[config.mk]
export PLATFORM = sky130hd
export DESIGN_NAME = rqi_sqrt
export DESIGN_NICKNAME = d
export VERILOG_FILES = /design/src/design/rqi_pkg.sv /design/src/design/rqi_sqrt.sv
export SDC_FILE = /design/constraint.sdc
export NUM_CORES = 2
export LEC_CHECK = 0
export ABC_AREA = 1
export CAP_MARGIN = 20
export CORE_ASPECT_RATIO = 1.25
export CORE_UTILIZATION = 60
export DETAILED_ROUTE_END_ITERATION = 10
export DONT_BUFFER_PORTS = 1
export PLACE_DENSITY = 0.76
export SETUP_SLACK_MARGIN = 0.3
export SYNTH_ARGS = -nofsm -noshare
export SYNTH_HDL_FRONTEND = slang
export SYNTH_SLANG_ARGS = --single-unit
[constraint.sdc]
create_clock -name i_clk -period 2.7 [get_ports i_clk]
set_input_delay 0.135 -clock i_clk [delete_from_list [all_inputs] [get_ports i_clk]]
set_output_delay 0.135 -clock i_clk [all_outputs]
set_load 0.05 [all_outputs]
[src/design/rqi_pkg.sv]
`timescale 1ns / 1ps
package rqi_pkg;

    localparam int W         = 32;
    localparam int F         = 16;
    localparam int PW        = 2 * W;
    localparam int WIDE      = 2 * W + 2;
    localparam int DIV_STEPS = W + F;
    localparam int SQ_STEPS  = (W + F + 1) / 2;
    localparam int SQ_XW     = 2 * SQ_STEPS;
    localparam int IN_BITS   = 32;
    localparam int CFG_BITS  = 64;
    localparam int T_BITS    = 31;
    localparam int IDX_BITS  = 3;

    localparam logic [IDX_BITS-1:0] REG_AB   = IDX_BITS'(0);
    localparam logic [IDX_BITS-1:0] REG_CD   = IDX_BITS'(1);
    localparam logic [IDX_BITS-1:0] REG_EF   = IDX_BITS'(2);
    localparam logic [IDX_BITS-1:0] REG_GH   = IDX_BITS'(3);
    localparam logic [IDX_BITS-1:0] REG_IJ   = IDX_BITS'(4);
    localparam logic [IDX_BITS-1:0] REG_MINT = IDX_BITS'(5);

    localparam logic [T_BITS-1:0] MIN_T_RESET = T_BITS'(66);

    typedef logic signed [W-1:0]    t_word;
    typedef logic [W-1:0]           t_umag;
    typedef logic [PW-1:0]          t_prod;
    typedef logic signed [WIDE-1:0] t_wide;

    localparam t_wide WMAX_W = (t_wide'(1) <<< (W - 1)) - t_wide'(1);
    localparam t_wide WMIN_W = -WMAX_W - t_wide'(1);
    localparam t_wide TMAX_W = (t_wide'(1) <<< T_BITS) - t_wide'(1);

    localparam logic [PW:0] P_RND     = (PW + 1)'(1) << (F - 1);
    localparam logic [PW:0] P_LIM_NEG = (PW + 1)'(1) << (W - 1);
    localparam logic [PW:0] P_LIM_POS = P_LIM_NEG - (PW + 1)'(1);

    localparam logic [DIV_STEPS-1:0] D_LIM_NEG = DIV_STEPS'(1) << (W - 1);
    localparam logic [DIV_STEPS-1:0] D_LIM_POS = D_LIM_NEG - DIV_STEPS'(1);

    typedef struct packed {
        t_word a, b, c, d, e, f, g, h, i, j;
        t_word b2, c2, d2, f2, g2, i2;
    } t_coef;

    typedef struct packed {
        t_word px, py, pz, dx, dy, dz;
    } t_ray;

    typedef struct packed {
        logic lin;
        logic nohit;
    } t_dside;

    typedef struct packed {
        logic  lin;
        logic  nohit;
        t_word ka;
    } t_sside;

    typedef struct packed {
        t_umag                rem;
        logic [DIV_STEPS-1:0] dq;
        t_umag                den;
        logic                 neg;
        logic                 zero;
    } t_dlane;

    typedef struct packed {
        logic [SQ_XW-1:0]    x;
        logic [SQ_STEPS+1:0] r;
        logic [SQ_STEPS-1:0] q;
    } t_sq;

    function automatic t_word sat_w(input t_wide x);
        t_word res;
        if (x > WMAX_W) begin
            res = t_word'(WMAX_W);
        end else if (x < WMIN_W) begin
            res = t_word'(WMIN_W);
        end else begin
            res = t_word'(x);
        end
        return res;
    endfunction

    function automatic t_word in_word(input logic [IN_BITS-1:0] v);
        return sat_w(t_wide'(signed'(v)));
    endfunction

    function automatic t_word qadd(input t_word x, input t_word y);
        return sat_w(t_wide'(x) + t_wide'(y));
    endfunction

    function automatic t_word qneg(input t_word x);
        return sat_w(-t_wide'(x));
    endfunction

    function automatic t_word qdbl(input t_word x);
        return sat_w(t_wide'(x) <<< 1);
    endfunction

    function automatic t_umag qmag(input t_word x);
        return x[W-1] ? t_umag'(-x) : t_umag'(x);
    endfunction

    function automatic logic lt_mt(input t_word t, input logic [T_BITS-1:0] mt);
        return t_wide'(t) < t_wide'(signed'({1'b0, mt}));
    endfunction

    // round half away from zero on the magnitude, then saturate
    function automatic t_word qmul_fin(input logic neg, input t_prod pm);
        logic [PW:0] r;
        logic [PW:0] lim;
        t_umag       m;
        r   = ({1'b0, pm} + P_RND) >> F;
        lim = neg ? P_LIM_NEG : P_LIM_POS;
        if (r > lim) begin
            r = lim;
        end
        m = r[W-1:0];
        return neg ? t_word'(-m) : t_word'(m);
    endfunction

    function automatic t_dlane div_load(input t_word num, input t_word den);
        t_dlane s;
        s.rem  = '0;
        s.dq   = {qmag(num), {F{1'b0}}};
        s.den  = qmag(den);
        s.neg  = num[W-1] ^ den[W-1];
        s.zero = (den == '0);
        return s;
    endfunction

    function automatic t_dlane div_step(input t_dlane s);
        t_dlane     n;
        logic [W:0] t;
        logic       ge;
        t    = {s.rem, s.dq[DIV_STEPS-1]};
        ge   = t >= {1'b0, s.den};
        n    = s;
        n.rem = ge ? W'(t - {1'b0, s.den}) : t[W-1:0];
        n.dq  = {s.dq[DIV_STEPS-2:0], ge};
        return n;
    endfunction

    function automatic t_word div_fin(input t_dlane s);
        logic [DIV_STEPS-1:0] lim;
        logic [DIV_STEPS-1:0] q;
        t_umag                m;
        lim = s.neg ? D_LIM_NEG : D_LIM_POS;
        q   = (s.dq > lim) ? lim : s.dq;
        m   = q[W-1:0];
        if (s.zero) begin
            m = '0;
        end
        return s.neg ? t_word'(-m) : t_word'(m);
    endfunction

    function automatic t_sq sq_load(input t_word d);
        t_sq   s;
        t_umag u;
        u   = d[W-1] ? '0 : t_umag'(d);
        s.x = SQ_XW'({u, {F{1'b0}}});
        s.r = '0;
        s.q = '0;
        return s;
    endfunction

    function automatic t_sq sq_step(input t_sq s);
        t_sq                 n;
        logic [SQ_STEPS+1:0] rr;
        logic [SQ_STEPS+1:0] trial;
        logic                ge;
        rr    = {s.r[SQ_STEPS-1:0], s.x[SQ_XW-1 -: 2]};
        trial = {s.q, 2'b01};
        ge    = rr >= trial;
        n.r   = ge ? rr - trial : rr;
        n.q   = {s.q[SQ_STEPS-2:0], ge};
        n.x   = s.x << 2;
        return n;
    endfunction

endpackage

[src/design/rqi_sqrt.sv]
`timescale 1ns / 1ps
module rqi_sqrt (
    input  logic            i_clk,
    input  logic            i_rst_n,
    input  logic            i_en,
    input  logic            i_valid,
    input  rqi_pkg::t_word  i_d,
    input  rqi_pkg::t_sside i_side,
    output logic            o_valid,
    output rqi_pkg::t_word  o_s,
    output rqi_pkg::t_sside o_side
);

    localparam int S = rqi_pkg::SQ_STEPS;

    logic [S:0]      r_v;
    rqi_pkg::t_sq    r_st [0:S];
    rqi_pkg::t_sside r_sb [0:S];

    always_ff @(posedge i_clk) begin
        if (!i_rst_n) begin
            r_v <= '0;
        end else if (i_en) begin
            r_v <= {r_v[S-1:0], i_valid};
        end
    end

    always_ff @(posedge i_clk) begin
        if (i_en) begin
            r_st[0] <= rqi_pkg::sq_load(i_d);
            r_sb[0] <= i_side;
            for (int k = 1; k <= S; k++) begin
                r_st[k] <= rqi_pkg::sq_step(r_st[k-1]);
                r_sb[k] <= r_sb[k-1];
            end
        end
    end

    assign o_valid = r_v[S];
    assign o_s     = rqi_pkg::W'(r_st[S].q);
    assign o_side  = r_sb[S];

endmodule

Word level (Yosys, flattened, before mapping)

Memories as Yosys holds them, arrays and structs flattened.
Index checks and enable logic that the tools add are counted.

Register bits: 25
Bits in latches: 0
Bits in writable memories: 3250
Bits in read-only memories: 0
Bits of input ports: 70
Memories kept: 2

Add/sub/neg operators: 24
$mul: 0
Divide/modulo/power cells: 0
Magnitude comparators: 24
Eq/ne operators: 0
Shift-type cells: 0
Mux-type cells: 27
Bitwise gates (word level): 0
Reduce and logical (&&, ||, !) cells: 0

Memory list:

| memory | depth | bits a word | read ports | clocked after memory_dff | write ports | RTL line       | source |
|---|---|---|---|---|---|---|---|
| r_st   | 25    | 96          | 25         | 0                        | 25          | rqi_sqrt.sv:17 | `rqi_pkg::t_sq r_st [0:S];` |
| r_sb   | 25    | 34          | 25         | 0                        | 25          | rqi_sqrt.sv:18 | `rqi_pkg::t_sside r_sb [0:S];` |

Operators by type and width:

| kind                               | number |
|---|---|
| 26-bit greater-or-equal comparator | 24 |
| 26-bit 2-to-1 mux                  | 24 |
| 26-bit subtractor                  | 24 |
| 31-bit 2-to-1 mux                  | 1 |
| 1-bit 2-to-1 mux                   | 2 |

Logic depth before layout (Yosys ltp)

An unclocked memory read counts as a cell.

Depth in word-level cells: 3
Gate-level depth with buffers: 15

Least setup slack after synthesis

Ideal clock, no wire load.

Kind: register to register
From: memory r_st[4][192] (netlist bit)
To: memory r_st[4][323] (netlist bit), data pin
Arrival time: 1.947 ns
Required time: 2.443 ns
Path slack: 0.496 ns
Stages on the path, launching flop included: 16
Clock period less this slack: 2.204 ns
Cell sequence: edfxtp_1 > inv_1 > ha_1 > inv_1 > fa_1 > inv_1 > nand3_1 > nand3_1 > nand2_1 > nand2_1 > nand2_1 > nand3_4 > inv_4 > buf_6 > nand2_1 > o21ai_1

RTL lines:

| what               | RTL line |
|---|---|
| start: declaration | rqi_sqrt.sv:17 |

==> impl_metrics.json <==
{
  "run_status": "complete, but fails checks",
  "violated_checks": "negative hold slack",
  "cts_inserted_buffers": 181,
  "static-leakage-power_nw": 44.7,
  "root_buffer": "sky130_fd_sc_hd__clkbuf_16",
  "final_min_period_over_clock_period_pct": 88.1,
  "routed_wirelength_um": 220000,
  "synth_sequential_area_ratio_pct": 63.9,
  "floorplan.io_pins": 137,
  "post_route_cells_drive_above_1_share_pct": 9.93,
  "r2r.worst_path.cells": 14,
  "postSynthRegisterBits": 1954,
  "place_area_um2": 94400,
  "setup_repair_after_global_routing_missed_its_margin": "true",
  "area_growth_pct": 13.9,
  "syn_area_per_cell_um2": 10.3,
  "critical-path-slowest-cell": "sky130_fd_sc_hd__edfxtp_1",
  "fp.dieArea_um2": 154000,
  "tritoncts_num_sinks": 1954,
  "holdPathStages": 0,
  "drc_errors": 0,
  "netlist_area_um2": 91400,
  "dp_hpwl_um": 148000,
  "detailedRoute.firstPassIterationCount": 6,
  "pwr_density_cell_nw_per_um2": 750,
  "critical_path_class": "reg2reg",
  "cp_slowest_stage_delay_ps": 490,
  "timing.critical_path.arrival_ps": 3060,
  "busiest_layer": "met2",
  "clock_latency_ps": 850,
  "gp_routability_congestion": 0.955,
  "postSynthCellCount": 8835,
  "yosys.cell_types.count": 61,
  "total_of_buffers_placed_on_input_and_output_ports": 0,
  "grtUsageMet1_pct": 33.2,
  "groute.usage.overall_pct": 28.4,
  "path_max_fanout": 9,
  "synth-async-reset-ratio_pct": 0,
  "grt_use_met3_pct": 3.40,
  "fmax_achieved_mhz": 420,
  "critical_path.endpoint_type": "flip-flop",
  "max_buffers_root_to_sink": 3,
  "skew_ps": 71.5,
  "fp.dieH_um": 438,
  "worstMarginPinSlew_ps": 981,
  "floorplan.die.width_um": 351,
  "tightest_hold_margin_ps": -600,
  "ant_nets": 0,
  "final_area_um2": 104000,
  "avgViaCountPerCell": 5.34,
  "critical_path_required_ps": 3380,
  "setup_total_negative_slack_ps": 0,
  "floorplan.initialDensity_pct": 60.6,
  "grt_overflow": 0,
  "via_count_of_the_first_global_routing_pass": 60600,
  "synth_enable_flop_cells": 1929,
  "yosys_warnings": 0,
  "finalHoldViolations": 118,
  "synthFlopType": "sky130_fd_sc_hd__edfxtp_1",
  "critPathMostFrequentCell": "sky130_fd_sc_hd__nand3_2",
  "maximum_number_of_pins_on_one_net_before_global_route_repair": 239,
  "grt_antenna_before_repair": 1,
  "routed_length_per_placed_instance_um": 19.2,
  "dp_worst_setup_slack_ps": -1710,
  "report.final.setup_viol": 0,
  "core-area_um2": 151000,
  "hold_path_class": "in2reg",
  "dr_total_vias": 61100,
  "cts.clk_slew.worst_paths_ps": 70,
  "design.final.nets": 9653,
  "global_route_wire_length_before_repair_um": 334000,
  "clock_tree_from_tritoncts": "built",
  "power.total_mw": 78.2,
  "fp-row-count": 159,
  "global_route_met2_usage_pct": 51.2,
  "max_slew_margin_pct": 34.6,
  "timing.critical_path.from_type": "flip-flop",
  "slew_viol_final": 0,
  "max_cap_violations": 0,
  "h-tree-depth": 4,
  "dr.first_iter.drc_count": 5090,
  "finalWorstPathRequiredPeriod_ps": 2380,
  "path_cells": "ha_4, inv_4, fa_2, inv_2, nand3_2, nand3_2, nand2_2, nand2_4, nand2_4, nand3_4, buf_12, buf_16, nand3_2, nand2_1",
  "finalWorstSetupSlack_ps": 320,
  "worst_ir_drop_vdd_mv": 0.789
}
==> worst paths after layout <==
check / start / endpoint / slack [ps]
max: r_st[5][216]$_SDFFCE_PP0P_ / r_st[5][334]$_DFFE_PP_ / 320
min: i_en / r_st[0][163]$_DFFE_PP_ / -600
max reg2reg: r_st[5][216]$_SDFFCE_PP0P_ / r_st[5][334]$_DFFE_PP_ / 320
min reg2reg: r_sb[0][399]$_DFFE_PP_ / r_sb[0][433]$_DFFE_PP_ / 350
==> layer usage <==
layer	up-vias	share of wire, %	routed length [µm]
met5	-	0	0
met4	0	5.5	12100
met3	574	4.5	9890
met2	1909	51	113000
met1	28800	39	85100
li1	29800	-	-
==> cell type report <==
cell class                 count  area [µm²]
timing repair buffer         355        3750
clock buffer                 210        4690
inverter                    1468        5570
multi-input combinational   5307       27700
clock inverter               125        1520
timing repair inverter         1        8.76
tap                         2012        2520
fill                       11100       46700
antenna                        2        5.00
sequential                  1954       58400
==> what timing repair did <==
item,4_1_cts,5_1_grt
hold buffers,150,1
endpoints found under the setup margin,654,586
pin swaps,5,28
gates cloned,8,7
gates resized for setup,58,216
buffers inserted,12,44
endpoints found under the hold margin,361,262
==> cell usage after synthesis, types with 7 or more instances <==
cell type / number / area share [%]
sky130_fd_sc_hd__xnor2_1: 75 / 0.72
sky130_fd_sc_hd__buf_2: 14 / 0.077
sky130_fd_sc_hd__buf_4: 62 / 0.51
sky130_fd_sc_hd__a21oi_2: 51 / 0.49
sky130_fd_sc_hd__nand2_1: 2649 / 11
sky130_fd_sc_hd__o21ai_2: 35 / 0.34
sky130_fd_sc_hd__nor2_2: 17 / 0.12
sky130_fd_sc_hd__inv_2: 27 / 0.11
sky130_fd_sc_hd__and2_1: 10 / 0.068
sky130_fd_sc_hd__nand3b_1: 80 / 0.66
sky130_fd_sc_hd__nand2_2: 53 / 0.36
sky130_fd_sc_hd__nand4_1: 125 / 0.86
sky130_fd_sc_hd__o21ai_1: 37 / 0.20
sky130_fd_sc_hd__nand3_2: 15 / 0.16
sky130_fd_sc_hd__nor2_1: 748 / 3.1
sky130_fd_sc_hd__ha_1: 308 / 4.2
sky130_fd_sc_hd__or2_2: 19 / 0.13
sky130_fd_sc_hd__nor3_1: 50 / 0.27
sky130_fd_sc_hd__edfxtp_1: 1929 / 63
sky130_fd_sc_hd__o21ai_0: 136 / 0.74
sky130_fd_sc_hd__nor2_4: 12 / 0.15
sky130_fd_sc_hd__clkbuf_1: 12 / 0.049
sky130_fd_sc_hd__inv_1: 1438 / 5.9
sky130_fd_sc_hd__xor2_1: 100 / 0.96
sky130_fd_sc_hd__a21oi_1: 235 / 1.3
sky130_fd_sc_hd__o21bai_1: 14 / 0.11
sky130_fd_sc_hd__nand3_1: 462 / 2.5
sky130_fd_sc_hd__fa_1: 7 / 0.15
sky130_fd_sc_hd__dfxtp_1: 25 / 0.55
sky130_fd_sc_hd__buf_6: 22 / 0.27
==> registers in the layout, summed over array words and instances, names as in the netlist <==
name	count
r_sb	850
r_st	1079
r_v	25
==> through the flow <==
step                utilization (%)  instances  hold WS [ps]
finish                         69.1      11400          -600
global placement               62.6      10900           234
CTS                            68.0      11400          -663
global route                   69.1      11400          -647
detailed placement             62.6      10900           234
floorplan                         -       8843           234
==> worst max-delay path: cells and delay by family (launching register included) <==
family,cells,cell delay (ps)
simple gates,8,750
fa+ha+maj,2,580
flops,1,490
buf+inv,4,380
==> cell usage in the layout (no fill, tap or decap), types with 21 or more instances in the layout <==
cell | synthesis | final
sky130_fd_sc_hd__nand2_1 | 2649 | 2607
sky130_fd_sc_hd__edfxtp_1 | 1929 | 1929
sky130_fd_sc_hd__inv_1 | 1438 | 1421
sky130_fd_sc_hd__nor2_1 | 748 | 733
sky130_fd_sc_hd__nand3_1 | 462 | 437
sky130_fd_sc_hd__ha_1 | 308 | 253
sky130_fd_sc_hd__a21oi_1 | 235 | 214
sky130_fd_sc_hd__clkbuf_16 | 0 | 186
sky130_fd_sc_hd__buf_4 | 62 | 158
sky130_fd_sc_hd__dlygate4sd3_1 | 0 | 149
sky130_fd_sc_hd__nand4_1 | 125 | 125
sky130_fd_sc_hd__o21ai_0 | 136 | 124
sky130_fd_sc_hd__xor2_1 | 100 | 100
sky130_fd_sc_hd__nand2_2 | 53 | 91
sky130_fd_sc_hd__nand3b_1 | 80 | 80
sky130_fd_sc_hd__xnor2_1 | 75 | 75
sky130_fd_sc_hd__a21oi_2 | 51 | 71
sky130_fd_sc_hd__nor3_1 | 50 | 48
sky130_fd_sc_hd__o21ai_2 | 35 | 42
sky130_fd_sc_hd__o21ai_1 | 37 | 40
sky130_fd_sc_hd__inv_2 | 27 | 38
sky130_fd_sc_hd__nand3_2 | 15 | 35
sky130_fd_sc_hd__clkinv_1 | 0 | 35
sky130_fd_sc_hd__ha_4 | 0 | 34
sky130_fd_sc_hd__clkinv_2 | 0 | 27
sky130_fd_sc_hd__nor2_2 | 17 | 25
sky130_fd_sc_hd__clkbuf_1 | 12 | 25
sky130_fd_sc_hd__dfxtp_1 | 25 | 25
sky130_fd_sc_hd__ha_2 | 0 | 21
sky130_fd_sc_hd__bufinv_16 | 0 | 21
==> kinds of logic (layout without fill, tap and decap cells) <==
| logic type | after synthesis | count (layout) | synth area share [%] |
|---|---|---|---|
| fa+ha+maj | 315 | 315 | 4.37 |
| flops | 1954 | 1954 | 63.9 |
| other cells | 1 | 11 | 0.00410 |
| simple gates | 4276 | 4278 | 19.6 |
| compound gates | 529 | 529 | 3.36 |
| buf+inv | 1584 | 2159 | 7.03 |
| xor+xnor | 176 | 176 | 1.69 |
==> power by group <==
part / leakage, nW / total (mW) / switching, mW / internal (mW)
sequential: 18.7 / 38.4 / 1.87 / 36.6
clock: 2.98 / 26.6 / 11.9 / 14.7
combinational: 23.0 / 13.1 / 8.52 / 4.62
(Power assumes the default switching activity.)
